[config.mk]
export PLATFORM = sky130hd
export DESIGN_NAME = awts_div_cell
export DESIGN_NICKNAME = d
export VERILOG_FILES = /design/src/rtl/awts_pkg.sv /design/src/rtl/awts_div_cell.sv
export SDC_FILE = /design/constraint.sdc
export NUM_CORES = 1
export LEC_CHECK = 0
export ABC_AREA = 1
export BUFFER_PORTS_ARGS = -buffer_cell sky130_fd_sc_hd__clkbuf_2
export CORE_MARGIN = 3
export CORE_UTILIZATION = 42
export DETAILED_ROUTE_END_ITERATION = 16
export GPL_TIMING_DRIVEN = 0
export MAX_ROUTING_LAYER = met4
export PLACE_DENSITY_LB_ADDON = 0.25
export SYNTH_ARGS = -nofsm -noshare
export SYNTH_HDL_FRONTEND = slang
export SYNTH_SLANG_ARGS = --single-unit
[constraint.sdc]
create_clock -name i_clk -period 1.74 [get_ports i_clk]
set_input_delay 0.087 -clock i_clk [delete_from_list [all_inputs] [get_ports i_clk]]
set_output_delay 0.087 -clock i_clk [all_outputs]
set_load 0.02 [all_outputs]
[src/rtl/awts_pkg.sv]
package awts_pkg;

    localparam int CordSteps = 30;
    localparam int SqrtSteps = 32;
    localparam int DivSteps  = 36;

    // Stage counts of the item pipeline and the delay lines that align with it.
    localparam int PipeDepth = 108;
    localparam int ZeroDly   = 107;
    localparam int CarryDly  = 105;
    localparam int DistDly   = 73;
    localparam int Sn2Dly    = 33;
    localparam int YawDly    = 34;

    // Angles are signed radians in Q.30.
    localparam logic signed [35:0] AngPi    = 36'sd3373259426;
    localparam logic signed [35:0] AngTwoPi = 36'sd6746518852;

    typedef enum logic [2:0] {
        CFG_CAM_POS_X  = 3'd0,
        CFG_CAM_POS_Y  = 3'd1,
        CFG_CAM_POS_Z  = 3'd2,
        CFG_LOOK_DIR_X = 3'd3,
        CFG_LOOK_DIR_Y = 3'd4,
        CFG_LOOK_DIR_Z = 3'd5,
        CFG_HORIZ_FOV  = 3'd6,
        CFG_ASPECT     = 3'd7
    } t_cfg_idx;

    typedef struct packed {
        logic signed [33:0] x;
        logic signed [33:0] y;
        logic signed [35:0] z;
        logic               zero;
    } t_cord;

    typedef struct packed {
        logic [63:0] v;
        logic [63:0] r;
    } t_sqrt;

    typedef struct packed {
        logic [35:0] q;
        logic [13:0] r;
    } t_div;

    function automatic logic [35:0] atan_q30(input logic [4:0] step);
        logic [35:0] a;
        case (step)
            5'd0:  a = 36'd843314856;
            5'd1:  a = 36'd497837829;
            5'd2:  a = 36'd263043836;
            5'd3:  a = 36'd133525158;
            5'd4:  a = 36'd67021686;
            5'd5:  a = 36'd33543515;
            5'd6:  a = 36'd16775850;
            5'd7:  a = 36'd8388437;
            5'd8:  a = 36'd4194282;
            5'd9:  a = 36'd2097149;
            5'd10: a = 36'd1048575;
            5'd11: a = 36'd524287;
            5'd12: a = 36'd262143;
            5'd13: a = 36'd131071;
            5'd14: a = 36'd65535;
            5'd15: a = 36'd32767;
            5'd16: a = 36'd16383;
            5'd17: a = 36'd8191;
            5'd18: a = 36'd4095;
            5'd19: a = 36'd2047;
            5'd20: a = 36'd1023;
            5'd21: a = 36'd511;
            5'd22: a = 36'd255;
            5'd23: a = 36'd127;
            5'd24: a = 36'd63;
            5'd25: a = 36'd31;
            5'd26: a = 36'd15;
            5'd27: a = 36'd8;
            5'd28: a = 36'd4;
            5'd29: a = 36'd2;
            default: a = 36'd0;
        endcase
        return a;
    endfunction

    // Folds a vector into the right half plane before the rotations.
    function automatic t_cord cordic_pre(input logic signed [33:0] x,
                                         input logic signed [33:0] y);
        t_cord c;
        c.zero = (x == 34'sd0) && (y == 34'sd0);
        c.x = x;
        c.y = y;
        c.z = 36'sd0;
        if (x < 34'sd0) begin
            c.z = (y >= 34'sd0) ? AngPi : -AngPi;
            c.x = -x;
            c.y = -y;
        end
        return c;
    endfunction

    function automatic logic signed [33:0] cordic_post(input t_cord c);
        logic signed [35:0] z;
        z = c.z;
        if (z > AngPi) begin
            z = z - AngTwoPi;
        end else if (z <= -AngPi) begin
            z = z + AngTwoPi;
        end
        if (c.zero) begin
            z = 36'sd0;
        end
        return z[33:0];
    endfunction

    function automatic logic signed [33:0] wrap_diff(input logic signed [34:0] d);
        logic signed [35:0] z;
        z = 36'(d);
        if (z > AngPi) begin
            z = z - AngTwoPi;
        end else if (z <= -AngPi) begin
            z = z + AngTwoPi;
        end
        return z[33:0];
    endfunction

    function automatic logic [4:0] msb_pos(input logic [31:0] v);
        logic [4:0] p;
        p = 5'd0;
        for (int i = 0; i < 32; i++) begin
            if (v[i]) begin
                p = 5'(i);
            end
        end
        return p;
    endfunction

    // Brings a magnitude to the common scale where the largest one has its top bit at 29.
    function automatic logic [29:0] norm_mag(input logic [31:0] v, input logic [4:0] p);
        logic [31:0] t;
        if (p >= 5'd30) begin
            t = v >> (p - 5'd29);
        end else begin
            t = v << (5'd29 - p);
        end
        return t[29:0];
    endfunction

    function automatic logic [31:0] sat32(input logic signed [36:0] v);
        logic [31:0] s;
        if (v > 37'sd2147483647) begin
            s = 32'h7FFF_FFFF;
        end else if (v < -37'sd2147483648) begin
            s = 32'h8000_0000;
        end else begin
            s = v[31:0];
        end
        return s;
    endfunction

endpackage

[src/rtl/awts_div_cell.sv]
module awts_div_cell
    import awts_pkg::*;
(
    input  logic        i_clk,
    input  logic        i_en,
    input  logic [13:0] i_den,
    input  t_div        i_d,
    output t_div        o_d
);

    t_div        r_d;
    t_div        n_d;
    logic [14:0] w_rs;

    // Restoring division: the dividend shifts out of q while quotient bits shift in.
    always_comb begin
        w_rs    = {i_d.r, i_d.q[35]};
        n_d.q   = {i_d.q[34:0], 1'b0};
        n_d.r   = w_rs[13:0];
        if (w_rs >= {1'b0, i_den}) begin
            n_d.r    = 14'(w_rs - {1'b0, i_den});
            n_d.q[0] = 1'b1;
        end
    end

    always_ff @(posedge i_clk) begin
        if (i_en) begin
            r_d <= n_d;
        end
    end

    assign o_d = r_d;

endmodule

[Yosys cells after proc, flatten, opt, wreduce, memory -nomap -nowiden]
Cells that the tools add are included.
Storage, ports and cells
  register bits after elaboration: 50
  word-level logic and storage cells: 5
  output and inout bits: 50
  input port bits: 66
Cells by class
  mux-type cells: 1
  add/subtract/negate cells: 1
  magnitude comparators: 1
Operator list (number)
  15-bit by 14-bit greater-or-equal comparator with 1-bit output: 1
  15-bit two-way mux: 1
  14-bit subtractor: 1

[Logic depth before layout (Yosys ltp)]
  depth in word-level cells: 2
  gate-level depth with buffers: 13
  depth with buffers taken out: 12

[Worst setup path before layout]
OpenSTA, ideal clock, no wires.
  path type: input-to-reg
  start point: in i_d[49] (netlist bit)
  end point: reg r_d, in the netlist o_d[6], data pin
  arrival: 1.342 ns
  library setup time: 0.254 ns
  slack: 0.144 ns
  stages: 11
  data required time: 1.486 ns
  path buffers: 0
  cells stage by stage: inv_1 ha_1 inv_1 fa_1 nand3_1 nand3_1 nand2_1 nand2_1 xor2_1 nand2_1 o21ai_2
RTL lines
  from (decl): RTL line awts_div_cell.sv:7  | input t_div i_d,
  to (signal assigned): RTL line awts_div_cell.sv:28  | r_d <= n_d;
  to (decl): RTL line awts_div_cell.sv:11  | t_div r_d;

==> results_tabular.tex <==
\begin{tabular}{lr}
\hline
Metric & Value \\
\hline
\multicolumn{2}{l}{\textbf{Placement}} \\
\quad Post-DP HPWL & between 4000 and 5000 um \\
\quad Post-Place Cell Area & between 3000 and 4000 sq um \\
\quad Count of buffers inserted at the top-level ports & about 120 \\
\quad Final weighted congestion in routability-driven placement & 0.864 \\
\multicolumn{2}{l}{\textbf{Floorplanning}} \\
\quad Die Height & 88.1 um \\
\quad Die width & 88.1 um \\
\quad Std-Cell Rows & 29 \\
\quad Effective utilization at floorplan & 0.440 \\
\quad CORE AREA & 6420 sq um \\
\quad Top-Level Pins & 116 \\
\quad Area enclosed by the die boundary & 7760 sq um \\
\multicolumn{2}{l}{\textbf{Cells and area}} \\
\quad Fraction of final layout cells with drive strength greater than 1 & 0.388 \\
\quad Final design instance area without fill & between 3000 and 4000 sq um \\
\quad Final nets & a little over 500 \\
\quad Synth-to-layout area growth & 40.0\% \\
\quad Number of flip-flops under the largest register name & 50 \\
\quad Antenna diode count & 0 \\
\multicolumn{2}{l}{\textbf{STA}} \\
\quad Portion of the clock cycle consumed by the worst path in the final layout & 0.917 \\
\quad Count of endpoints failing hold in the final timing report & 0 \\
\quad Final-report max-slew violation count & 0 \\
\quad Min Tclk post-route & 1.60 ns \\
\quad Setup repair after global routing missed its margin & no \\
\quad Peak Freq & about 630 MHz \\
\quad Total Neg Setup Slack & 0 ns \\
\quad Worst rel slew slack & 0.184 \\
\quad Setup-failing EPs final & 0 \\
\quad Actual transition at the worst max-transition pin & 1.22 ns \\
\multicolumn{2}{l}{\textbf{Yosys}} \\
\quad Synthesized netlist net count & 360 \\
\quad Yosys top cell area share & 0.531 \\
\quad Cell area after synthesis & 2830 sq um \\
\quad Number of warnings issued by yosys & 0 \\
\quad Post-synthesis cell type count & 26 \\
\quad Cell type with the highest aggregate area in the netlist & edfxtp\_1 \\
\quad Top cells by area, synth & edfxtp\_1, nand2\_1, inv\_1 \\
\quad Sequential-to-total area share from yosys stat & 0.531 \\
\quad Synthesized netlist cell count & 278 \\
\quad Post-synthesis sequential element count & 50 \\
\quad Syn avg cell area & 10.2 sq um \\
\multicolumn{2}{l}{\textbf{Min path}} \\
\quad Count of cells along the worst hold path & 3 \\
\quad Endpoint, Worst Hold & o\_d[6] \\
\quad Startpoint of the most critical hold path & i\_d[5] \\
\quad Worst Hold Class & in2reg \\
\multicolumn{2}{l}{\textbf{Route}} \\
\quad Post-detailed-route via-to-cell ratio & 4.58 \\
\quad Detailed Routing Iterations Pass 1 & 4 \\
\quad Post-route ant nets & 0 \\
\quad Wire length per cell after detailed routing & $\sim$13 um \\
\quad Post-Route WL & $\sim$6500 um \\
\quad Via count & approximately 2,300 \\
\quad Violation count after the first detailed-route iteration & 80 \\
\quad Remaining routing DRC violations & 0 \\
\multicolumn{2}{l}{\textbf{Pwr}} \\
\quad Pwr/cell area & 801 nW/um\^{}2 \\
\quad Total Power Consumption & 3.17 mW \\
\quad Leakage power & 2.03 nW \\
\quad Maximum vdd drop & about 0.34 mV \\
\multicolumn{2}{l}{\textbf{Worst setup path}} \\
\quad Slowest CP cell & ha\_1 \\
\quad WP data arrival & 1.64 ns \\
\quad Critical path cell sequence & clkbuf\_2, inv\_1, ha\_1, nand2\_1, inv\_1, nand2\_1, nand2\_2, a21oi\_4, nand3\_4, buf\_12, nand3\_2, nand2\_1 \\
\quad Cell family with most CP delay & simple AND/OR/NAND/NOR gates \\
\quad Most used cell along the critical path & nand2\_1 \\
\quad Crit path max fanout & 10 \\
\quad Critical path launch point type & input pin \\
\quad Worst path max stage delay & between 0.3 and 0.4 ns \\
\quad Worst Path Required & approximately 1.8 ns \\
\quad Capturing element type of the critical path & flip-flop \\
\quad Critical path type & in2reg \\
\quad Buffers \& Inverters on Critical Path & 4 \\
\multicolumn{2}{l}{\textbf{GRT}} \\
\quad Global-route wire length before repair & slightly above 10,000 um \\
\quad Antenna violations before repair & 0 \\
\quad Met1 Resource Use GR & 0.200 \\
\quad Aggregate global-route resource usage & 0.178 \\
\quad Pin count of the biggest net entering global routing & around 50 \\
\quad Met3 Use GR & 0.0310 \\
\quad Layer carrying the most global-route usage & met2 \\
\quad Total congestion overflow after global routing & 0 \\
\quad Via count of the first global-routing pass & 2,273 \\
\quad Met2 Resource Use GR & 0.314 \\
\multicolumn{2}{l}{\textbf{CTS}} \\
\quad H-Tree Depth & 2 \\
\quad Clock net sink count & 50 \\
\quad Post-CTS Resized & 0 \\
\quad Clock tree from TritonCTS & done \\
\quad Cts bufs inserted & 5 \\
\quad Worst-path clk slew & $\sim$0.090 ns \\
\quad Buffer depth of the longest clock path & 2 \\
\quad Clock root buffer & clkbuf\_8 \\
\multicolumn{2}{l}{\textbf{Outcome}} \\
\quad Result of the run & finished, final reports clean \\
\multicolumn{2}{l}{\textbf{Job}} \\
\quad Max-Cap Viols & 0 \\
\hline
\end{tabular}
==> synth_stat cells (all sizes together) <==
cell type / count
nand2: 86
a21oi: 5
and2: 2
buf: 2
nand3b: 1
o21bai: 1
nand3: 17
o21ai: 9
fa: 1
nor2: 14
inv: 60
nand4: 8
xor2: 7
edfxtp: 50
ha: 15
==> cell families (layout without fill, tap and decap cells) <==
logic type | Yosys count | in the layout | share of synthesized area
simple gates | 128 | 128 | 0.239
buf+inv | 62 | 220 | 0.0920
flops | 50 | 50 | 0.531
fa+ha+maj | 16 | 16 | 0.0734
compound gates | 15 | 15 | 0.0433
xor+xnor | 7 | 7 | 0.0217
==> layout by cell type, fill, tap and decap left out, types with 3 or more instances in the layout <==
cell and instances:
clkbuf_2 115, nand2_1 70, inv_1 54, edfxtp_1 50, dlygate4sd3_1 35, ha_1 15
nand2_2 13, nand3_1 10, nor2_1 9, o21ai_2 9, nand4_1 8, xor2_1 7
inv_2 6, clkbuf_8 5, nand3_2 4, a21oi_1 4, nand2_4 3, nor2_2 3
nand3_4 3
==> power by group <==
group	switching, mW	total [mW]	leakage, nW	internal, mW
registers	0.0310	1.50	0.489	1.47
clock network	0.351	0.780	0.0514	0.429
logic	0.537	0.891	1.49	0.353
total	0.920	3.17	2.03	2.25
==> metrics by stage <==
| step | worst slack, ns | util | cells | hold WS (ns) |
|---|---|---|---|---|
| final | 0.144 | 0.617 | 513 | 0.147 |
| after global routing | 0.0327 | 0.617 | 513 | 0.146 |
| after CTS | 0.130 | 0.617 | 513 | 0.136 |
| after detailed placement | -0.188 | 0.545 | 470 | 0.266 |
| after global placement | -0.164 | 0.545 | 470 | 0.264 |
| after floorplan | 0.144 | - | 278 | 0.186 |
==> worst min-delay path, stage by stage <==
cell      delay, ns
clkbuf_2       0.09
inv_1          0.04
o21ai_2        0.11
==> cell type report <==
cell class              instances  area, sq um
clock buffers                   6         72.6
inverters                      60          225
repair buffers                150          926
fillers                       563         2460
well taps                      77         96.3
flip-flops and latches         50         1500
plain buffers                   2         35.0
multi-input cells             166         1070
clock inverters                 2         37.5
==> timing repair <==
action                    CTS  global route
buffers inserted            0             0
hold endpoints to repair   35             0
hold buffers               35             0
==> per-layer routing <==
| layer | part of all wire | wire length (um) |
|---|---|---|
| met3 | 0.076 | 495 |
| met5 | 0 | 0 |
| met1 | 0.41 | 2700 |
| met4 | 0.025 | 165 |
| met2 | 0.48 | 3160 |
==> worst max-delay path by stage <==
stage	slack [ns]	startpoint	depth (start not counted)	endpoint
5_1_grt	0.03	i_den[6]	12	o_d[11]
3_5_place_dp	-0.19	i_den[9]	12	o_d[12]
4_1_cts	0.13	i_den[9]	12	o_d[12]
2_1_floorplan	0.14	i_d[49]	11	o_d[6]
3_3_place_gp	-0.16	i_den[10]	12	o_d[12]
6_report	0.14	i_den[9]	12	o_d[11]
No activity file was read; power rests on OpenSTA's default activity.
