[src/rtl/awts_pkg.sv]
package awts_pkg;

    localparam int CordSteps = 30;
    localparam int SqrtSteps = 32;
    localparam int DivSteps  = 36;

    // Stage counts of the item pipeline and the delay lines that align with it.
    localparam int PipeDepth = 108;
    localparam int ZeroDly   = 107;
    localparam int CarryDly  = 105;
    localparam int DistDly   = 73;
    localparam int Sn2Dly    = 33;
    localparam int YawDly    = 34;

    // Angles are signed radians in Q.30.
    localparam logic signed [35:0] AngPi    = 36'sd3373259426;
    localparam logic signed [35:0] AngTwoPi = 36'sd6746518852;

    typedef enum logic [2:0] {
        CFG_CAM_POS_X  = 3'd0,
        CFG_CAM_POS_Y  = 3'd1,
        CFG_CAM_POS_Z  = 3'd2,
        CFG_LOOK_DIR_X = 3'd3,
        CFG_LOOK_DIR_Y = 3'd4,
        CFG_LOOK_DIR_Z = 3'd5,
        CFG_HORIZ_FOV  = 3'd6,
        CFG_ASPECT     = 3'd7
    } t_cfg_idx;

    typedef struct packed {
        logic signed [33:0] x;
        logic signed [33:0] y;
        logic signed [35:0] z;
        logic               zero;
    } t_cord;

    typedef struct packed {
        logic [63:0] v;
        logic [63:0] r;
    } t_sqrt;

    typedef struct packed {
        logic [35:0] q;
        logic [13:0] r;
    } t_div;

    function automatic logic [35:0] atan_q30(input logic [4:0] step);
        logic [35:0] a;
        case (step)
            5'd0:  a = 36'd843314856;
            5'd1:  a = 36'd497837829;
            5'd2:  a = 36'd263043836;
            5'd3:  a = 36'd133525158;
            5'd4:  a = 36'd67021686;
            5'd5:  a = 36'd33543515;
            5'd6:  a = 36'd16775850;
            5'd7:  a = 36'd8388437;
            5'd8:  a = 36'd4194282;
            5'd9:  a = 36'd2097149;
            5'd10: a = 36'd1048575;
            5'd11: a = 36'd524287;
            5'd12: a = 36'd262143;
            5'd13: a = 36'd131071;
            5'd14: a = 36'd65535;
            5'd15: a = 36'd32767;
            5'd16: a = 36'd16383;
            5'd17: a = 36'd8191;
            5'd18: a = 36'd4095;
            5'd19: a = 36'd2047;
            5'd20: a = 36'd1023;
            5'd21: a = 36'd511;
            5'd22: a = 36'd255;
            5'd23: a = 36'd127;
            5'd24: a = 36'd63;
            5'd25: a = 36'd31;
            5'd26: a = 36'd15;
            5'd27: a = 36'd8;
            5'd28: a = 36'd4;
            5'd29: a = 36'd2;
            default: a = 36'd0;
        endcase
        return a;
    endfunction

    // Folds a vector into the right half plane before the rotations.
    function automatic t_cord cordic_pre(input logic signed [33:0] x,
                                         input logic signed [33:0] y);
        t_cord c;
        c.zero = (x == 34'sd0) && (y == 34'sd0);
        c.x = x;
        c.y = y;
        c.z = 36'sd0;
        if (x < 34'sd0) begin
            c.z = (y >= 34'sd0) ? AngPi : -AngPi;
            c.x = -x;
            c.y = -y;
        end
        return c;
    endfunction

    function automatic logic signed [33:0] cordic_post(input t_cord c);
        logic signed [35:0] z;
        z = c.z;
        if (z > AngPi) begin
            z = z - AngTwoPi;
        end else if (z <= -AngPi) begin
            z = z + AngTwoPi;
        end
        if (c.zero) begin
            z = 36'sd0;
        end
        return z[33:0];
    endfunction

    function automatic logic signed [33:0] wrap_diff(input logic signed [34:0] d);
        logic signed [35:0] z;
        z = 36'(d);
        if (z > AngPi) begin
            z = z - AngTwoPi;
        end else if (z <= -AngPi) begin
            z = z + AngTwoPi;
        end
        return z[33:0];
    endfunction

    function automatic logic [4:0] msb_pos(input logic [31:0] v);
        logic [4:0] p;
        p = 5'd0;
        for (int i = 0; i < 32; i++) begin
            if (v[i]) begin
                p = 5'(i);
            end
        end
        return p;
    endfunction

    // Brings a magnitude to the common scale where the largest one has its top bit at 29.
    function automatic logic [29:0] norm_mag(input logic [31:0] v, input logic [4:0] p);
        logic [31:0] t;
        if (p >= 5'd30) begin
            t = v >> (p - 5'd29);
        end else begin
            t = v << (5'd29 - p);
        end
        return t[29:0];
    endfunction

    function automatic logic [31:0] sat32(input logic signed [36:0] v);
        logic [31:0] s;
        if (v > 37'sd2147483647) begin
            s = 32'h7FFF_FFFF;
        end else if (v < -37'sd2147483648) begin
            s = 32'h8000_0000;
        end else begin
            s = v[31:0];
        end
        return s;
    endfunction

endpackage

[src/rtl/awts_sqrt_cell.sv]
module awts_sqrt_cell
    import awts_pkg::*;
(
    input  logic       i_clk,
    input  logic       i_en,
    input  logic [4:0] i_step,
    input  t_sqrt      i_d,
    output t_sqrt      o_d
);

    t_sqrt       r_d;
    t_sqrt       n_d;
    logic [63:0] w_bit;
    logic [64:0] w_t;

    // One result bit per cell, trial bit moving down two places each step.
    always_comb begin
        w_bit = 64'd1 << (6'd62 - {i_step, 1'b0});
        w_t   = {1'b0, i_d.r} + {1'b0, w_bit};
        n_d   = i_d;
        if ({1'b0, i_d.v} >= w_t) begin
            n_d.v = i_d.v - w_t[63:0];
            n_d.r = (i_d.r >> 1) + w_bit;
        end else begin
            n_d.r = i_d.r >> 1;
        end
    end

    always_ff @(posedge i_clk) begin
        if (i_en) begin
            r_d <= n_d;
        end
    end

    assign o_d = r_d;

endmodule

[config.mk]
export PLATFORM = sky130hd
export DESIGN_NAME = awts_sqrt_cell
export DESIGN_NICKNAME = d
export VERILOG_FILES = /design/src/rtl/awts_pkg.sv /design/src/rtl/awts_sqrt_cell.sv
export SDC_FILE = /design/constraint.sdc
export NUM_CORES = 1
export LEC_CHECK = 0
export ABC_CLOCK_PERIOD_IN_PS = 7500
export BUFFER_PORTS_ARGS = -buffer_cell sky130_fd_sc_hd__buf_2
export CORE_ASPECT_RATIO = 0.6
export CORE_MARGIN = 10
export CORE_UTILIZATION = 40
export DETAILED_ROUTE_END_ITERATION = 8
export PLACE_DENSITY_LB_ADDON = 0.05
export SETUP_SLACK_MARGIN = 0.02
export SLEW_MARGIN = 20
export SYNTH_ARGS = -nofsm -noshare
export SYNTH_HDL_FRONTEND = slang
export SYNTH_SLANG_ARGS = --single-unit
[constraint.sdc]
create_clock -name i_clk -period 7.5 [get_ports i_clk]
set_input_delay 1.5 -clock i_clk [delete_from_list [all_inputs] [get_ports i_clk]]
set_output_delay 1.5 -clock i_clk [all_outputs]
set_load 0.05 [all_outputs]
# Yosys cells after proc, flatten, opt, wreduce, memory -nomap -nowiden
# Index checks and enable logic that the tools add are counted.
# W data, S select, Z words.
# totals
register_bits	128
inputBits	135
output_inout_bits	128
wordCells	11
# classes
n_addsub	4
magnitude_cmp	1
shift	1
n_mux	2
# op_table
cell	count
$add A64 B64 Y65	1
$ge A64 B65 Y1	1
$add A63 B64 Y64	1
$mux W64	1
$shl A1 B6 Y64 const A	1
$sub A64 B64 Y64	1
$mux W63	1
$sub A6 B6 Y6 const A	1

# Logic depth before layout (Yosys ltp)
# Gate-level depths: netlist of the first run.
# depth
ltp_word	5
ltp_mapped	31
ltp_nobuf	27

# Least setup slack after synthesis of the first run
# Ideal clock, no wire load.
# synth_timing
kind	input port to flip-flop
from	input port i_step[2]
to	register r_d, in the netlist o_d[0] (data pin)
setup_ns	0.262
t_arrival_ns	7.080
t_required_ns	7.238
setup_slack_ns	0.158
stages	28
path_buffers	5
path_cell_list	nand2b_1 clkbuf_1 nor2_1 ha_1 a31oi_1 or2_1 o311ai_4 a221o_2 a21oi_2 o311ai_2 a21oi_2 o41ai_4 a21oi_2 mux2_4 a2111oi_4 ha_1 clkbuf_1 a21o_1 a21o_1 a211oi_1 nor2_1 or3_1 a31o_2 buf_2 nand2_2 buf_6 buf_6 mux2_1
# synth_rtl
item	line	rtl
start, declared	awts_sqrt_cell.sv:6	input logic [4:0] i_step,
end signal, assigned	awts_sqrt_cell.sv:31	r_d <= n_d;
end, declared	awts_sqrt_cell.sv:11	t_sqrt r_d;

==> metrics.txt, run 1 <==
Synth Warn #=0; Final Hold Vio Count=0; Leak=7.40 nW; status=finished clean; fraction of layout cells with a size suffix above 1=25.2%; DIE AREA=0.0419 mm^2; peak supply drop=0.156 mV; Top Ports=263; # setup viols final=0; drt first-iter violations=1390; Crit path largest cell delay=0.45 ns; Slew Limit Fails=0; Slew @ Worst Pin=0.858 ns; Layout Nets=2264; Mapped Area=0.0136 mm^2; commonest non-fill, non-tap cell in the layout=buf_2; clock sinks=128; Worst setup SP type=input pin; Post-Syn Area per Cell=8.38 um^2; CTS root buf=clkbuf_16; pin count of the biggest net entering global routing=61; post-route ant nets=0; routed via count=14000; deepest clock path buffer count=2; slowest cell on the critical path=a221o_2; initial cell density of the core=40.4%; highest-count cells in the layout ignoring fill and taps=261 x buf_2, 215 x nand2_1, 155 x buf_4; total power=3.12 mW; Worst EP required=7.67 ns; final wirelength=53300 um; Core Box Area=0.0336 mm^2; cts bufs inserted=17; pwr dens=183 mW/mm^2; initial antenna violation count=4; # DRC=0; Worst path most repeated cell=buf_4; EDFF count, synth=128; Port Buf Inserts=262; FF+latch count, synth=128; First-pass DRT Iterations=6; unrepaired setup endpoints after global routing=false; Bufs and invs on worst path=7; Vias/cell=5.66; commonest register cell after synthesis=edfxtp_1; grt ovf=0; CTS tree=done; gpl congestion=0.981; CP max FO=26; Max H-tree Level=4; Rows=52; fin crit share=96.5%; Critical Path Sink Type=register; post-synth net total=1885; Clock transition at path regs=0.06 ns; Die W=258 um; maxcap violations=0; max FFs per register=128; Cell variety after synth=79; Setup CP Type=in2reg; Crit path max-delay family=simple AND/OR/NAND/NOR gates; Util after Layout=50.8%; estimated wirelength of the detail-placed design=44200 um; vias in the first global route=13100; Arr. time, crit path=7.41 ns; first-pass GRT wire length=80700 um; GRT Overall Usage=24.7%; wire per inst=21.5 um; Max Clock Freq=138 MHz; Final Critical Period=7.24 ns; cells after synthesis=1619; Hold Crit Class=in2reg; max-slew headroom at the worst pin=42.8%; height of the die=163 um; Seq/Total Area, Yosys=28.3%; Area Overhead vs Synth=25.7%; Async S/R FF share, synth=0%
-- metal layers --
metal  GRT usage (%)  routed length [um]  vias up
met1            38.7               27800     6555
met4            3.54                 401        2
li1                -                   -     6809
met5               0                   7        -
met3            7.03                4770       34
met2            32.5               20300      605
-- path summary, 6_finish.rpt --
path,start,to,slack [ns],depth (start not counted)
worst max-delay path,i_step[3],o_d[66],0.26,29
worst min-delay path,i_d[82],o_d[82],1.35,3
-- through the flow --
stage	setup WS [ns]	instance area, um^2	instances	hold WS (ns)	TNS [ns]
2_1_floorplan	0.158	13600	1619	1.61	0
5_1_grt	0.0326	17000	2471	1.35	0
4_1_cts	0.0615	17000	2469	1.33	0
3_3_place_gp	-0.333	16400	2437	1.80	-29.87
3_5_place_dp	-0.368	16400	2437	1.81	-30.78
6_report	0.264	17100	2475	1.35	0
-- cell families (layout without fill, tap and decap cells) --
group	count (synthesis)	after routing	share of synthesized area [%]
and+or+nand+nor	553	553	18.9
AOI/OAI and AO/OA	527	527	25.4
xor gates and xnor gates	173	173	11.2
adders and majority gates	131	131	12.1
DFF	128	128	28.3
buffers and inverters	96	488	3.16
muxes	11	11	0.895
other	0	5	0
-- where the power goes --
part	leakage (nW)	switching [mW]	internal [mW]
clock	0.268	0.349	0.486
sequential	1.25	0.0273	0.909
combinational	5.88	0.914	0.437
total	7.40	1.29	1.83
-- Yosys cell counts (all sizes together) (6+ instances only) --
master / number / area (um^2)
nor4: 7 / 43.8
a21oi: 106 / 549
a31o: 18 / 158
nand3b: 7 / 52.6
or3: 6 / 37.5
o31ai: 10 / 80.1
nand2: 216 / 813
a211oi: 14 / 115
clkbuf: 41 / 154
and3: 15 / 93.8
and2: 13 / 81.3
ha: 130 / 1630
nand3: 37 / 185
edfxtp: 128 / 3840
mux2: 6 / 71.3
o21bai: 32 / 240
nor2b: 19 / 119
buf: 22 / 151
xnor2: 72 / 631
nand2b: 14 / 87.6
a21o: 48 / 360
o211ai: 7 / 57.6
nand4: 33 / 206
xor2: 101 / 885
nor2: 132 / 495
nor3: 33 / 175
a31oi: 62 / 430
inv: 33 / 124
o21ai: 172 / 861
and4: 6 / 52.6
-- layout make-up --
cell class	instances	area, um^2
tap	459	574
inverter	33	124
multi-input combinational	1395	9340
fill	3273	16500
timing repair buffer	423	2600
clock buffer	21	440
antenna	5	12.5
clock inverter	11	116
sequential	128	3840
-- timing repair --
| item | CTS | global route |
|---|---|---|
| setup buffers | 0 | 1 |
| hold buffers | 0 | 0 |
| resized for setup | 0 | 14 |
| setup endpoints to repair | 0 | 128 |
Power figures use the tool's default switching activity.
==> inputs of run 2 (changes only) <==
- ABC_CLOCK_PERIOD_IN_PS: 7500 -> 7800
- MAX_ROUTING_LAYER: not set -> met4
- clock period: 7.5 -> 7.8 ns (I/O delays scaled with it)
==> run 2 against run 1 <==
First-iteration DRC count grew 17%. Largest power group unchanged. Utilization shrank 1.4 points. Sequential power shrank 3.8%. Highest routed layer is now met4. Final cell count shrank 2.6%. Non-clock buffer count shrank 63. Power shrank 2.7%.
==> metrics.txt, run 2 (synthesis results as in run 1) <==
global routing usage on met1=39.2%; met2 usage=30.8%; fraction of layout cells with a size suffix above 1=22.7%; Slew @ Worst Pin=0.848 ns; fin crit share=93.6%; Final Hold Vio Count=0; hold wc startpoint=i_d[82]; height of the die=163 um; Port Buf Inserts=262; Worst setup SP type=input pin; final wirelength=52700 um; maxcap violations=0; total power=3.04 mW; Slew Limit Fails=0; Final Critical Period=7.30 ns; cts bufs inserted=17; pre-CTS WS=0.0976 ns; unrepaired setup endpoints after global routing=false; Setup Buffers After CTS=0; status=finished clean; Max H-tree Level=4; initial antenna violation count=3; hold_buf cts=0; Max Clock Freq=137 MHz; pin count of the biggest net entering global routing=79; Worst EP required=8.00 ns; # DRC=0; Rows=52; setup ws final=0.502 ns; Area Overhead vs Synth=22.2%; max-slew headroom at the worst pin=43.1%; GRT Overall Usage=25.1%; Critical Path Sink Type=register; DIE AREA=0.0419 mm^2; Worst setup startpoint=i_step[1]; CTS tree=done; Util after Layout=49.4%; Setup CP Type=in2reg; max FFs per register=128; clock sinks=128; CTS root buf=clkbuf_16; grt ovf=0; gpl congestion=0.984; first-pass GRT wire length=78700 um; estimated wirelength of the detail-placed design=43700 um; setup TNS=0 ns; Core Box Area=0.0336 mm^2; post-route ant nets=0; Die W=258 um; gr busiest metal=met1; Hold Crit Class=in2reg; commonest non-fill, non-tap cell in the layout=buf_2; vias in the first global route=12600; routed via count=13800; drt first-iter violations=1631; initial cell density of the core=40.4%; highest-count cells in the layout ignoring fill and taps=261 x buf_2, 215 x nand2_1, 139 x o21ai_0; post-cts resize count=0; Arr. time, crit path=7.49 ns; Clock transition at path regs=0.06 ns; deepest clock path buffer count=2; First-pass DRT Iterations=6; # setup viols final=0; CP max FO=26; Top Ports=263; Leak=7.12 nW; Vias/cell=5.72; pwr dens=183 mW/mm^2; Layout Nets=2201; M3 GR Usage=5.82%; peak supply drop=0.164 mV; wire per inst=21.9 um
## run 2: cell count changes in the layout (fill, tap and decap cells not counted), sizes merged
| cell | before | now |
|---|---|---|
| inv | 33 | 35 |
| bufinv | 2 | 4 |
| buf | 423 | 360 |
| clkinv | 7 | 8 |
| clkbuf | 21 | 17 |
| clkinvlp | 2 | 1 |
| diode | 5 | 3 |
## run 2: per-stage QoR
step / std cells / area (um^2) / hold slack [ns]
CTS: 2407 / 16600 / 1.39
global placement: 2375 / 15900 / 1.86
detailed placement: 2375 / 15900 / 1.86
floorplan: 1619 / 13600 / 1.67
global route: 2410 / 16600 / 1.41
finish: 2410 / 16600 / 1.40
## run 2: routing by layer
metal,vias up,share of wire [%]
li1,6692,-
met1,6448,53
met2,620,37
met3,34,8.9
met4,0,1.2
met5,-,0
## run 2: power by group
group,switching (mW),total [mW],internal (mW)
logic,0.868,1.26,0.392
clock network,0.345,0.878,0.533
registers,0.0265,0.901,0.874
total,1.24,3.04,1.80
## run 2: worst paths after layout
check             endpoint  slack (ns)  cells after the start
setup / recovery    o_d[1]        0.50                     24
hold / removal     o_d[82]        1.40                      3
## run 2: worst max-delay path: stages
cell and delay, ns:
buf_2 0.14, nand3b_1 0.25, nor2_1 0.32, ha_1 0.38, nor3_1 0.10, a211oi_1 0.38
o21ai_0 0.21, o31ai_1 0.38, a31oi_1 0.18, o21ai_0 0.25, nand2_1 0.10, xor2_1 0.26
ha_1 0.35, a21oi_2 0.19, o21ai_1 0.12, a2111oi_0 0.41, nor2_1 0.13, a2111o_1 0.44
nand4_1 0.15, a31oi_2 0.16, a31o_2 0.33, nand2_8 0.14, buf_12 0.19, mux2_1 0.34
## run 2: final cells by class
type	instances	area, um^2
fillers	3318	17000
multi-input cells	1395	9310
flip-flops and latches	128	3840
repair buffers	360	2100
well taps	459	574
clock buffers	17	425
clock inverters	15	191
inverters	33	124
diodes	3	7.51
==> inputs of run 3 (changes only) <==
- GPL_TIMING_DRIVEN: not set -> 0
==> run 3 against run 2 <==
Clock power decreased by 2%. Non-clock buffer count shrank 21. Final cell count shrank 0.79%. Largest cell class unchanged.
==> metrics.txt, run 3 (synthesis results as in run 1) <==
max-slew headroom at the worst pin=44.1%; Crit path max-delay family=compound AO/OA/AOI/OAI gates; CP max FO=10; vias in the first global route=13000; Top Ports=263; cell total after placement=2341; Max Clock Freq=131 MHz; Crit path largest cell delay=0.45 ns; Final Hold Vio Count=0; deepest clock path buffer count=2; sequential share of power=29.5%; status=finished clean; hold_buf cts=0; # setup viols final=0; clock sinks=128; peak supply drop=0.149 mV; grt ovf=0; Port Buf Inserts=262; Util after Layout=50.0%; # DRC=0; CTS root buf=clkbuf_16; sw frac=42.3%; Setup CP Type=in2reg; Worst path most repeated cell=nor2_1; GRT Overall Usage=26.2%; Bufs and invs on worst path=5; Arr. time, crit path=7.88 ns; slowest cell on the critical path=a2111o_1; pwr dens=181 mW/mm^2; initial cell density of the core=40.4%; CTS tree=done; wire per inst=23.0 um; fin crit share=97.7%; Leak=6.97 nW; drt first-iter violations=1502; Power Internal=1.75 mW; total power=3.04 mW; cts bufs inserted=17; Max H-tree Level=4; DIE AREA=0.0419 mm^2; Slew @ Worst Pin=0.830 ns; Core Box Area=0.0336 mm^2; Slew Limit Fails=0; setup ws final=0.177 ns; Critical Path Sink Type=register; estimated wirelength of the detail-placed design=44700 um; Final Cell Area=0.0168 mm^2; Worst setup SP type=input pin; Vias/cell=5.79; pre-CTS WS=-1.66 ns; first-pass GRT wire length=81700 um; fin cells=2391; gpl congestion=0.984; WHS=1.40 ns; Area after DPL=0.0155 mm^2; final wirelength=55000 um; height of the die=163 um; Die W=258 um; Worst EP required=8.05 ns; Hold Crit Class=in2reg; post-route ant nets=0; Rows=52; initial antenna violation count=5; setup TNS=0 ns; Clock transition at path regs=0.06 ns; sw power=1.29 mW; First-pass DRT Iterations=5; Clock Power Share=28.3%; Layout Nets=2180; maxcap violations=0; Area Overhead vs Synth=23.6%; Filler Cell Count=3377; fraction of layout cells with a size suffix above 1=24.1%; highest-count cells in the layout ignoring fill and taps=266 x buf_2, 211 x nand2_1, 132 x o21ai_0; pin count of the biggest net entering global routing=67; Logic pwr share=42.2%; commonest non-fill, non-tap cell in the layout=buf_2; Final Critical Period=7.62 ns; max FFs per register=128; routed via count=13900
-- run 3: cell count changes in the layout (fill, tap and decap cells not counted), sizes merged --
cell,before,now
buf,360,306
clkbuf,17,50
clkinv,8,6
clkinvlp,1,3
diode,3,5
bufinv,4,3
inv,35,36
-- run 3: worst min-delay path: stages --
cell and delay, ns:
buf_2 0.09, nand2_1 0.05, o31ai_1 0.05
-- run 3: worst paths after layout --
| path | startpoint | end | slack, ns | depth (start not counted) |
|---|---|---|---|---|
| hold / removal | i_d[121] | o_d[121] | 1.40 | 3 |
| setup / recovery | i_step[0] | o_d[30] | 0.18 | 31 |
-- run 3: cell type report --
class / count / area, um^2 / share of cell area [%]
diodes: 5 / 12.5 / 0.0746
plain buffers: 54 / 328 / 1.95
clock buffers: 17 / 425 / 2.54
clock inverters: 15 / 184 / 1.10
inverters: 33 / 124 / 0.739
multi-input cells: 1395 / 9770 / 58.2
flip-flops and latches: 128 / 3840 / 22.9
well taps: 459 / 574 / 3.42
repair buffers: 285 / 1510 / 9.03
-- run 3: power groups by stage --
stage               Clock [mW]  Combinational, mW  Sequential [mW]
detailed placement           0               1.22            0.911
finish                   0.860               1.28            0.897
global route             0.898               1.38            0.906
floorplan                    0              0.530             1.23
global placement             0               1.22            0.914
CTS                      0.876               1.24            0.898
-- run 3: metal layers --
| layer | wire length [um] | track usage [%] |
|---|---|---|
| met5 | 0 | - |
| met3 | 4860 | 6.36 |
| met1 | 28800 | 40.0 |
| met4 | 735 | 4.87 |
| met2 | 20600 | 33.5 |
-- run 3: what timing repair did --
item / in CTS / in global routing
pin swaps: 12 / 20
setup buffers: 13 / 9
gates resized for setup: 43 / 83
setup endpoints to repair: 128 / 119
