[src/rtl/awts_pkg.sv]
package awts_pkg;

    localparam int CordSteps = 30;
    localparam int SqrtSteps = 32;
    localparam int DivSteps  = 36;

    // Stage counts of the item pipeline and the delay lines that align with it.
    localparam int PipeDepth = 108;
    localparam int ZeroDly   = 107;
    localparam int CarryDly  = 105;
    localparam int DistDly   = 73;
    localparam int Sn2Dly    = 33;
    localparam int YawDly    = 34;

    // Angles are signed radians in Q.30.
    localparam logic signed [35:0] AngPi    = 36'sd3373259426;
    localparam logic signed [35:0] AngTwoPi = 36'sd6746518852;

    typedef enum logic [2:0] {
        CFG_CAM_POS_X  = 3'd0,
        CFG_CAM_POS_Y  = 3'd1,
        CFG_CAM_POS_Z  = 3'd2,
        CFG_LOOK_DIR_X = 3'd3,
        CFG_LOOK_DIR_Y = 3'd4,
        CFG_LOOK_DIR_Z = 3'd5,
        CFG_HORIZ_FOV  = 3'd6,
        CFG_ASPECT     = 3'd7
    } t_cfg_idx;

    typedef struct packed {
        logic signed [33:0] x;
        logic signed [33:0] y;
        logic signed [35:0] z;
        logic               zero;
    } t_cord;

    typedef struct packed {
        logic [63:0] v;
        logic [63:0] r;
    } t_sqrt;

    typedef struct packed {
        logic [35:0] q;
        logic [13:0] r;
    } t_div;

    function automatic logic [35:0] atan_q30(input logic [4:0] step);
        logic [35:0] a;
        case (step)
            5'd0:  a = 36'd843314856;
            5'd1:  a = 36'd497837829;
            5'd2:  a = 36'd263043836;
            5'd3:  a = 36'd133525158;
            5'd4:  a = 36'd67021686;
            5'd5:  a = 36'd33543515;
            5'd6:  a = 36'd16775850;
            5'd7:  a = 36'd8388437;
            5'd8:  a = 36'd4194282;
            5'd9:  a = 36'd2097149;
            5'd10: a = 36'd1048575;
            5'd11: a = 36'd524287;
            5'd12: a = 36'd262143;
            5'd13: a = 36'd131071;
            5'd14: a = 36'd65535;
            5'd15: a = 36'd32767;
            5'd16: a = 36'd16383;
            5'd17: a = 36'd8191;
            5'd18: a = 36'd4095;
            5'd19: a = 36'd2047;
            5'd20: a = 36'd1023;
            5'd21: a = 36'd511;
            5'd22: a = 36'd255;
            5'd23: a = 36'd127;
            5'd24: a = 36'd63;
            5'd25: a = 36'd31;
            5'd26: a = 36'd15;
            5'd27: a = 36'd8;
            5'd28: a = 36'd4;
            5'd29: a = 36'd2;
            default: a = 36'd0;
        endcase
        return a;
    endfunction

    // Folds a vector into the right half plane before the rotations.
    function automatic t_cord cordic_pre(input logic signed [33:0] x,
                                         input logic signed [33:0] y);
        t_cord c;
        c.zero = (x == 34'sd0) && (y == 34'sd0);
        c.x = x;
        c.y = y;
        c.z = 36'sd0;
        if (x < 34'sd0) begin
            c.z = (y >= 34'sd0) ? AngPi : -AngPi;
            c.x = -x;
            c.y = -y;
        end
        return c;
    endfunction

    function automatic logic signed [33:0] cordic_post(input t_cord c);
        logic signed [35:0] z;
        z = c.z;
        if (z > AngPi) begin
            z = z - AngTwoPi;
        end else if (z <= -AngPi) begin
            z = z + AngTwoPi;
        end
        if (c.zero) begin
            z = 36'sd0;
        end
        return z[33:0];
    endfunction

    function automatic logic signed [33:0] wrap_diff(input logic signed [34:0] d);
        logic signed [35:0] z;
        z = 36'(d);
        if (z > AngPi) begin
            z = z - AngTwoPi;
        end else if (z <= -AngPi) begin
            z = z + AngTwoPi;
        end
        return z[33:0];
    endfunction

    function automatic logic [4:0] msb_pos(input logic [31:0] v);
        logic [4:0] p;
        p = 5'd0;
        for (int i = 0; i < 32; i++) begin
            if (v[i]) begin
                p = 5'(i);
            end
        end
        return p;
    endfunction

    // Brings a magnitude to the common scale where the largest one has its top bit at 29.
    function automatic logic [29:0] norm_mag(input logic [31:0] v, input logic [4:0] p);
        logic [31:0] t;
        if (p >= 5'd30) begin
            t = v >> (p - 5'd29);
        end else begin
            t = v << (5'd29 - p);
        end
        return t[29:0];
    endfunction

    function automatic logic [31:0] sat32(input logic signed [36:0] v);
        logic [31:0] s;
        if (v > 37'sd2147483647) begin
            s = 32'h7FFF_FFFF;
        end else if (v < -37'sd2147483648) begin
            s = 32'h8000_0000;
        end else begin
            s = v[31:0];
        end
        return s;
    endfunction

endpackage

[src/rtl/awts_cordic_cell.sv]
module awts_cordic_cell
    import awts_pkg::*;
(
    input  logic       i_clk,
    input  logic       i_en,
    input  logic [4:0] i_step,
    input  t_cord      i_d,
    output t_cord      o_d
);

    t_cord              r_d;
    t_cord              n_d;
    logic signed [33:0] w_xs;
    logic signed [33:0] w_ys;

    always_comb begin
        w_xs = i_d.x >>> i_step;
        w_ys = i_d.y >>> i_step;
        n_d  = i_d;
        if (i_d.y > 34'sd0) begin
            n_d.x = i_d.x + w_ys;
            n_d.y = i_d.y - w_xs;
            n_d.z = i_d.z + $signed(atan_q30(i_step));
        end else begin
            n_d.x = i_d.x - w_ys;
            n_d.y = i_d.y + w_xs;
            n_d.z = i_d.z - $signed(atan_q30(i_step));
        end
    end

    always_ff @(posedge i_clk) begin
        if (i_en) begin
            r_d <= n_d;
        end
    end

    assign o_d = r_d;

endmodule

[config.mk]
export PLATFORM = sky130hd
export DESIGN_NAME = awts_cordic_cell
export DESIGN_NICKNAME = d
export VERILOG_FILES = /design/src/rtl/awts_pkg.sv /design/src/rtl/awts_cordic_cell.sv
export SDC_FILE = /design/constraint.sdc
export NUM_CORES = 1
export LEC_CHECK = 0
export BUFFER_PORTS_ARGS = -buffer_cell sky130_fd_sc_hd__clkbuf_2
export CAP_MARGIN = 30
export CORE_UTILIZATION = 55
export DETAILED_ROUTE_END_ITERATION = 10
export GPL_ROUTABILITY_DRIVEN = 1
export PLACE_DENSITY_LB_ADDON = 0.05
export SLEW_MARGIN = 20
export SYNTH_ARGS = -nofsm -noshare
export SYNTH_HDL_FRONTEND = slang
export SYNTH_SLANG_ARGS = --single-unit
export TNS_END_PERCENT = 5
[constraint.sdc]
create_clock -name i_clk -period 6.3 [get_ports i_clk]
set_input_delay 0 -clock i_clk [delete_from_list [all_inputs] [get_ports i_clk]]
set_output_delay 0 -clock i_clk [all_outputs]
set_load 0.01 [all_outputs]
* Word-level counts from Yosys, hierarchy flattened *
Memories as Yosys holds them, arrays and structs flattened.
Index checks and enable logic that the tools add are counted.

storage, ports and cells
  flip-flop bits (word level) = 105
  bits in latches = 0
  RAM bits = 0
  bits in read-only memories = 1920
  input bits = 112
  output and inout bits = 105
  logic and storage cells = 18
  memories = 2

cells by class
  $add $sub $neg = 6
  multipliers = 0
  div/mod/pow operators = 0
  $lt $le $gt $ge = 1
  equal/unequal tests = 0
  shift-type cells = 2
  muxes and demuxes = 3
  bitwise logic cells = 0
  reduce and logical (&&, ||, !) cells = 0

memory list
  name              words  width  read ports  clocked after Yosys merged registers in  write ports  line            text
  (name not given)  32     30     1           0                                        0            awts_pkg.sv:49  case (step)
  (name not given)  32     30     1           0                                        0            awts_pkg.sv:49

operators by type and width
  cell                                                 number
  2-to-1 mux 104 bit                                   1
  2-to-1 mux 36 bit                                    2
  adder 34 bit                                         2
  >>> shifter 34 x 5 -> 34 bit                         2
  subtractor 34 bit                                    2
  adder 36 bit                                         1
  subtractor 36 bit                                    1
  > comparator 34 x 1 -> 1 bit, second input constant  1

* Logic depth before layout (Yosys ltp) *
Gate-level depths: netlist (run 1).

  word-level depth = 4
  gate-level depth with buffers = 29
  gate-level depth less buffers = 21

* Least setup slack after synthesis (run 1) *
No wires, ideal clock.

  path type = input port to flip-flop
  start point = input i_step[1]
  end point = register r_d, in the netlist o_d[35], data pin
  library setup time = 0.158 ns
  data arrival time = 5.696 ns
  data required time = 6.142 ns
  path slack = 0.446 ns
  cell stages on the path = 24
  path buffers = 6
  cells stage by stage = buf_4 -> buf_4 -> inv_2 -> buf_2 -> buf_2 -> buf_2 -> ha_1 -> inv_1 -> nor2_1 -> a21oi_1 -> o22ai_1 -> nand3_1 -> o41ai_1 -> buf_2 -> xnor2_1 -> ha_1 -> a2111oi_0 -> o21ai_0 -> a21oi_1 -> o211ai_1 -> o41ai_1 -> o21ai_0 -> or4b_2 -> o211ai_1

RTL lines
  what                    line                    text
  start: declaration      awts_cordic_cell.sv:6   input logic [4:0] i_step,
  end signal: assignment  awts_cordic_cell.sv:33  r_d <= n_d;
  end: declaration        awts_cordic_cell.sv:11  t_cord r_d;

==> results of run 1 <==
layer usage:
metal,track usage,routed length [µm],up-vias,part of all wire
met2,0.605,25400,1016,0.46
li1,-,-,7054,-
met5,0,0,-,0
met1,0.483,21800,7379,0.39
met4,0.184,2660,0,0.048
met3,0.0729,5710,201,0.10
power groups by stage:
stage          Combinational [mW]  Sequential, mW  Clock (mW)
2_1_floorplan                1.36            1.19           0
3_3_place_gp                 2.12            1.09           0
3_5_place_dp                 2.13            1.09           0
4_1_cts                      2.15            1.08       0.588
5_1_grt                      2.36            1.10       0.615
6_report                     2.19            1.08       0.574
final cells by class:
| class | instances | area (µm²) | share of cell area |
|---|---|---|---|
| repair buffers | 294 | 1720 | 0.0975 |
| flip-flops and latches | 105 | 3150 | 0.179 |
| clock inverters | 7 | 62.6 | 0.00354 |
| multi-input cells | 1466 | 11800 | 0.671 |
| clock buffers | 9 | 225 | 0.0128 |
| well taps | 378 | 473 | 0.0268 |
| inverters | 46 | 173 | 0.00978 |
worst max-delay path by stage:
stage / endpoint / slack, ns / cells after the start
finish: o_d[104] / 0.50 / 22
global route: o_d[104] / 0.20 / 19
CTS: o_d[104] / 0.66 / 19
global placement: o_d[70] / 0.54 / 20
detailed placement: o_d[104] / 0.35 / 19
floorplan: o_d[35] / 0.45 / 24
cell families after synthesis:
kind of cell             after synthesis  share of synthesized area
AO/OA/AOI/OAI                        533                      0.222
AND/OR/NAND/NOR                      455                      0.140
multiplexers                         195                      0.203
XOR/XNOR                             168                     0.0939
buffers and inverters                147                     0.0483
adder cells (fa/ha/maj)              115                     0.0928
flip-flops                           105                      0.200
cell usage in the layout (no fill, tap or decap), types with 75 or more instances in the layout:
cell / count
sky130_fd_sc_hd__clkbuf_2: 212
sky130_fd_sc_hd__nor2_1: 144
sky130_fd_sc_hd__a21oi_1: 133
sky130_fd_sc_hd__nand2_1: 130
sky130_fd_sc_hd__ha_1: 112
sky130_fd_sc_hd__o21ai_0: 108
sky130_fd_sc_hd__edfxtp_1: 105
sky130_fd_sc_hd__xnor2_1: 102
sky130_fd_sc_hd__mux4_2: 80
sky130_fd_sc_hd__mux2i_1: 77
sky130_fd_sc_hd__buf_4: 75
stage by stage:
stage	power [mW]	cells	hold slack [ns]	util	cell area [µm²]
final	3.84	2305	0.0469	0.632	17700
after global routing	4.08	2305	0.0516	0.632	17700
after CTS	3.82	2304	0.0317	0.632	17600
after detailed placement	3.23	2286	0.179	0.621	17300
after global placement	3.21	2286	0.176	0.621	17300
after floorplan	2.56	1718	0.0989	-	15700
timing repair:
action                    CTS  global route
resized for setup           0             0
hold endpoints to repair    2             0
hold buffers                2             0
==> impl_summary.txt, run 1 <==
----------------------------------------------------
[Setup path]
  Top delay family on crit path ... simple AND/OR/NAND/NOR gates
  Setup crit start ... i_step[0]
  Worst path bufs/invs ... 3
  Longest individual stage delay on the worst path ... about 0.63 ns
  Crit-path cells ... buf_6 -> buf_12 -> mux4_1 -> mux2i_1 -> o22ai_1 -> or2_2 -> nor4b_1 -> nand4_1 -> or3_1 -> a21o_1 -> nand2_1 -> a21boi_0 -> ha_1 -> inv_1 -> o21bai_1 -> a21o_1 -> a21oi_1 -> nand4b_1 -> a31oi_1 -> a22oi_1 -> a31oi_1 -> xnor2_1
  Data arrival time at the worst-slack endpoint ... 5.92 ns
  Endpoint kind of the worst setup timing path ... flip-flop
  Slowest-stage cell, CP ... sky130_fd_sc_hd__mux4_1
  Data required time at the worst endpoint ... 6.43 ns
  Startpoint class of the critical path ... primary input
  Critical path start-end classification ... in -> reg
  Top fanout value on the critical path ... 42

[Power]
  Cell internal pwr ... between 2 and 2.5 mW
  Fraction of power consumed by combinational cells ... 0.571
  Cell area power density ... 218 mW/mm²
  Proportion of power drawn by flip-flops and latches ... 0.280
  Largest vdd supply drop ... 0.174 mV
  Reported net switching power ... between 1.5 and 2 mW
  Switching power share of the total ... 0.422
  P_leak ... 7.33 nW
  Part of the total power dissipated in the clock network ... 0.149

[Flow run]
  Total of max-cap violations ... 0

[Synth]
  Mean Syn Cell Area ... 9.16 µm²
  Most frequent cell after synthesis ... sky130_fd_sc_hd__nor2_1
  Number of enable-type register cells in the synthesized netlist ... between 100 and 150
  Share of the yosys chip area belonging to registers ... 0.200
  Most used flip-flop cell after synthesis ... sky130_fd_sc_hd__edfxtp_1
  Net count of the mapped netlist ... 1945
  Syn. warnings ... 0
  Area share of the leading cell type in the synthesized netlist ... 0.200
  Post-synthesis sequential element count ... 105
  Largest area contributor in the synthesized netlist ... sky130_fd_sc_hd__edfxtp_1
  Gate count of the mapped netlist ... 1718
  Share of synthesized registers carrying an async set or reset ... 0
  Post-Syn Area ... 0.0157 mm²
  Cell types with the largest area share after synthesis ... sky130_fd_sc_hd__edfxtp_1, sky130_fd_sc_hd__mux4_2, sky130_fd_sc_hd__ha_1, sky130_fd_sc_hd__xnor2_1, sky130_fd_sc_hd__mux2i_1
  Unique cell type count in the Yosys netlist ... 91
  Commonest cells in the netlist ... sky130_fd_sc_hd__nor2_1, sky130_fd_sc_hd__a21oi_1, sky130_fd_sc_hd__nand2_1, sky130_fd_sc_hd__ha_1, sky130_fd_sc_hd__o21ai_0

[STA]
  Achievable Freq ... 172 MHz
  Fin. Hold Viols ... 0
  Share of the clock period used by the worst path ... 0.920
  Count of pins over their slew limit ... 0
  Post-route setup TNS ... 0 ns
  RSZ-0062 raised after global routing ... no
  Post-layout minimum cycle time ... 5.80 ns
  Rel. slew slack ... 0.258
  Final setup violation count ... 0
  Slew at the pin closest to its max-slew limit ... 1.10 ns
  Fin worst setup slack ... 0.502 ns

[Placement]
  Number of buffers added on ports ... 216
  Last weighted congestion value of the routability-driven placer ... 1.05
  Half-perimeter wire length of the detailed placement result ... 43100 µm
  Worst-case setup slack after placement ... 0.349 ns

[CTS]
  Sink Count ... 105
  Clock slew at the register clock pins of the worst setup and hold paths ... around 0.08 ns
  Clock tree from TritonCTS ... yes
  Total clock buffers created by CTS ... 9
  Buffer count from post-CTS setup fixing ... 0
  Maximum level of the CTS H-tree ... 3
  Clock tree root buffer cell ... sky130_fd_sc_hd__clkbuf_16
  Maximum buffer depth of the clock tree ... 2

[Floorplanning]
  Initial Utilization ... 0.564
  Vert. Die Dim ... 171 µm
  Total core area ... around 0.028 mm²
  Die width ... roughly 170 µm
  Number of top-level pins ... 217
  Total Die Area ... a little under 0.03 mm²
  Standard-cell row count ... between 60 and 70

[Run status]
  Outcome ... completed

[Final layout]
  Fraction of layout cells with a size suffix above 1 ... 0.236
  P&R area growth vs syn ... 12.1%
  Antenna cell count ... 0
  Number of inserted filler cells in the final layout ... 2454
  Net count of the finished layout ... between 2000 and 2500
  Max reg flops ... 105

[GRT]
  Number of antenna violations at the first check in global routing ... 0
  Vias in the first global route ... around 15000
  Largest net degree at the start of global routing ... 62
  GRT Overall Usage ... 0.376
  Sum of overflow across all layers after global routing ... 0
  Global-route wire length before repair ... between 80000 and 90000 µm

[Route]
  1st-pass router iterations ... 7
  Total Wirelength ... 55600 µm
  Per-cell via count in the routed design ... 6.79
  Antenna Nets Post-Route ... 0
  Iteration-0 DRC count of the detailed router ... between 1500 and 2000
  Vias post-DR ... 15700
  Average wire per cell in the routed design ... 24.1 µm
  DRC violations left ... 0

[Hold path]
  Worst min-delay path category ... in -> reg
  Source of the worst hold timing path ... i_d[72]
  Endpoint of the worst hold-timing path ... o_d[72]
  Min-Delay Path Depth ... 2

----------------------------------------------------
Note: power is estimated with default switching activity, not from simulation.
==> inputs of run 2 (changes only) <==
- RECOVER_POWER: default -> 25
==> run 2 against run 1 <==
Net effect: the flow now finishes with violations (max-capacitance violations, max-slew violations); global-route usage stayed put; combinational power hardly changed; sequential power is essentially flat; sequential share of layout area about the same; non-clock buffer count unchanged; routed wire length hardly changed; via count rose by 0.10%; power fell by 0.24%; worst hold slack gained 0.0020 ns; fmax up 0.50%; die area is the same; critical path type unchanged; largest cell class unchanged.
==> impl_summary.txt, run 2 (synthesis results as in run 1) <==
----------------------------------------------------
[Run status]
  Outcome ... complete, but fails checks
  Violations in the final reports ... max-capacitance violations, max-slew violations

[Placement]
  Placement Cell Area ... 0.0173 mm² (unchanged)
  Last weighted congestion value of the routability-driven placer ... 1.05 (unchanged)
  Half-perimeter wire length of the detailed placement result ... 43100 µm (unchanged)
  DP Cell Count ... 2286 (unchanged)
  Number of buffers added on ports ... 216 (unchanged)
  Worst-case setup slack after placement ... 0.349 ns (unchanged)

[CTS]
  Maximum buffer depth of the clock tree ... 2 (unchanged)
  Maximum level of the CTS H-tree ... 3 (unchanged)
  Total clock buffers created by CTS ... 9 (unchanged)
  Clock tree root buffer cell ... sky130_fd_sc_hd__clkbuf_16
  Sink Count ... 105 (unchanged)
  Clock tree from TritonCTS ... yes
  Clock slew at the register clock pins of the worst setup and hold paths ... 0.08 ns (about the same)

[Route]
  Per-cell via count in the routed design ... 6.80 (+0.10%)
  Average wire per cell in the routed design ... 24.1 µm (about the same)
  Total Wirelength ... 55600 µm (about the same)
  Antenna Nets Post-Route ... 0 (unchanged)
  Iteration-0 DRC count of the detailed router ... 1827 (+0.16%)
  Vias post-DR ... 15700 (+0.10%)
  1st-pass router iterations ... 6 (-1)
  DRC violations left ... 0 (unchanged)

[Final layout]
  Top library cells by usage in the layout, fill and taps aside ... sky130_fd_sc_hd__clkbuf_2, sky130_fd_sc_hd__nor2_1, sky130_fd_sc_hd__a21oi_1, sky130_fd_sc_hd__nand2_1, sky130_fd_sc_hd__ha_1
  Filler-free cell count of the finished design ... 2305 (unchanged)
  Antenna cell count ... 0 (unchanged)
  Utilization after layout ... 0.630 (-0.00161)
  P&R area growth vs syn ... 11.8%
  Max reg flops ... 105 (unchanged)
  Design Area, Final ... 0.0176 mm² (-0.25%)
  Net count of the finished layout ... 2149 (unchanged)
  Fraction of layout cells with a size suffix above 1 ... 0.218 (-0.0176)
  Number of inserted filler cells in the final layout ... 2471 (+0.69%)
  Commonest non-fill, non-tap cell in the layout ... sky130_fd_sc_hd__clkbuf_2

[STA]
  Count of pins over their slew limit ... 46 (+46)
  RSZ-0062 raised after global routing ... no
  Rel. slew slack ... -0.622 (-0.879)
  Final setup violation count ... 0 (unchanged)
  Post-route setup TNS ... 0 ns (unchanged)
  Achievable Freq ... 173 MHz (+0.50%)
  Fin. Hold Viols ... 0 (unchanged)
  Post-layout minimum cycle time ... 5.77 ns (-0.0287 ns)
  Slew at the pin closest to its max-slew limit ... 2.43 ns (+1.33 ns)
  Share of the clock period used by the worst path ... 0.916 (-0.00456)
  Worst Hold Slack ... 0.0489 ns (+0.00196 ns)
  Fin worst setup slack ... 0.531 ns (+0.0287 ns)

[GRT]
  Global-route wire length before repair ... 84000 µm (unchanged)
  GRT Overall Usage ... 0.376 (unchanged)
  Vias in the first global route ... 14600 (unchanged)
  Largest net degree at the start of global routing ... 62 (unchanged)
  Sum of overflow across all layers after global routing ... 0 (unchanged)
  Number of antenna violations at the first check in global routing ... 0 (unchanged)

[Setup path]
  Longest individual stage delay on the worst path ... 0.61 ns (-0.02 ns)
  Data arrival time at the worst-slack endpoint ... 5.90 ns (-0.02 ns)
  Top fanout value on the critical path ... 42 (unchanged)
  Data required time at the worst endpoint ... 6.43 ns (about the same)
  Crit-path cells ... buf_6 -> buf_12 -> mux4_1 -> mux2i_1 -> o22ai_1 -> or2_2 -> nor4b_1 -> nand4_1 -> or3_1 -> a21o_1 -> nand2_1 -> a21boi_0 -> ha_1 -> inv_1 -> o21bai_1 -> a21o_1 -> a21oi_1 -> nand4b_1 -> a31oi_1 -> a22oi_1 -> a31oi_1 -> xnor2_1
  Startpoint class of the critical path ... primary input
  Critical path start-end classification ... in -> reg
  Slowest-stage cell, CP ... sky130_fd_sc_hd__mux4_1
  Endpoint kind of the worst setup timing path ... flip-flop

[Floorplanning]
  Number of top-level pins ... 217 (unchanged)
  Vert. Die Dim ... 171 µm (unchanged)
  Die width ... 171 µm (unchanged)
  Total Die Area ... 0.0293 mm² (unchanged)
  Standard-cell row count ... 61 (unchanged)
  Total core area ... 0.0279 mm² (unchanged)
  Initial Utilization ... 0.564 (unchanged)

[Power]
  Fraction of power consumed by combinational cells ... 0.569 (-0.002)
  P_leak ... 7.23 nW (-1.4%)
  Cell internal pwr ... 2.21 mW (-0.57%)
  Total power ... 3.83 mW (-0.24%)
  Cell area power density ... 218 mW/mm² (about the same)
  Reported net switching power ... 1.62 mW (+0.21%)
  Switching power share of the total ... 0.424 (+0.00190)
  Largest vdd supply drop ... 0.174 mV (about the same)
  Part of the total power dissipated in the clock network ... 0.150 (about the same)
  Proportion of power drawn by flip-flops and latches ... 0.281 (about the same)

[Hold path]
  Worst min-delay path category ... in -> reg
  Endpoint of the worst hold-timing path ... o_d[72]
  Source of the worst hold timing path ... i_d[72]
  Min-Delay Path Depth ... 2 (unchanged)

[Flow run]
  Total of max-cap violations ... 1 (+1)

----------------------------------------------------
==> run 2: cell type report <==
cell class	count	area, µm²	area share
Clock buffer	9	225	0.0128
Clock inverter	7	62.6	0.00355
Inverter	46	173	0.00981
Multi-Input combinational cell	1466	11800	0.673
Sequential cell	105	3150	0.179
Tap cell	378	473	0.0269
Timing Repair Buffer	294	1680	0.0952
==> run 2: power groups by stage <==
| stage | registers [mW] | clock network [mW] | logic (mW) |
|---|---|---|---|
| after floorplan | 1.19 | 0 | 1.36 |
| after global placement | 1.09 | 0 | 2.12 |
| after global routing | 1.10 | 0.615 | 2.35 |
| final | 1.08 | 0.576 | 2.18 |
| after detailed placement | 1.09 | 0 | 2.13 |
| after CTS | 1.08 | 0.588 | 2.15 |
==> run 2: critical path: cells and delay by family <==
family          cells  cell delay [ns]
mux                 2             1.07
fa+ha+maj           1             0.30
compound gates      9             1.83
simple gates        6             1.89
buf+inv             3             0.71
xor+xnor            1             0.08
==> run 2: timing repair <==
action                                 in CTS  in global routing
buffers inserted                            0                  0
gates resized for setup                     0                  0
endpoints found under the hold margin       2                  0
hold buffers                                2                  0
==> run 2: metal layers <==
metal	vias up	track usage	part of all wire
li1	7057	-	-
met1	7438	0.483	0.40
met2	995	0.605	0.46
met3	176	0.0729	0.099
met4	0	0.184	0.045
met5	-	0	0
==> run 2: how the worst max path moves through the flow <==
stage / startpoint / endpoint / slack [ns] / cells past startpoint
floorplan: i_step[1] / o_d[35] / 0.45 / 24
global placement: i_step[2] / o_d[70] / 0.54 / 20
detailed placement: i_step[0] / o_d[104] / 0.35 / 19
CTS: i_step[0] / o_d[104] / 0.66 / 19
global route: i_step[0] / o_d[104] / 0.20 / 19
finish: i_step[0] / o_d[104] / 0.53 / 22
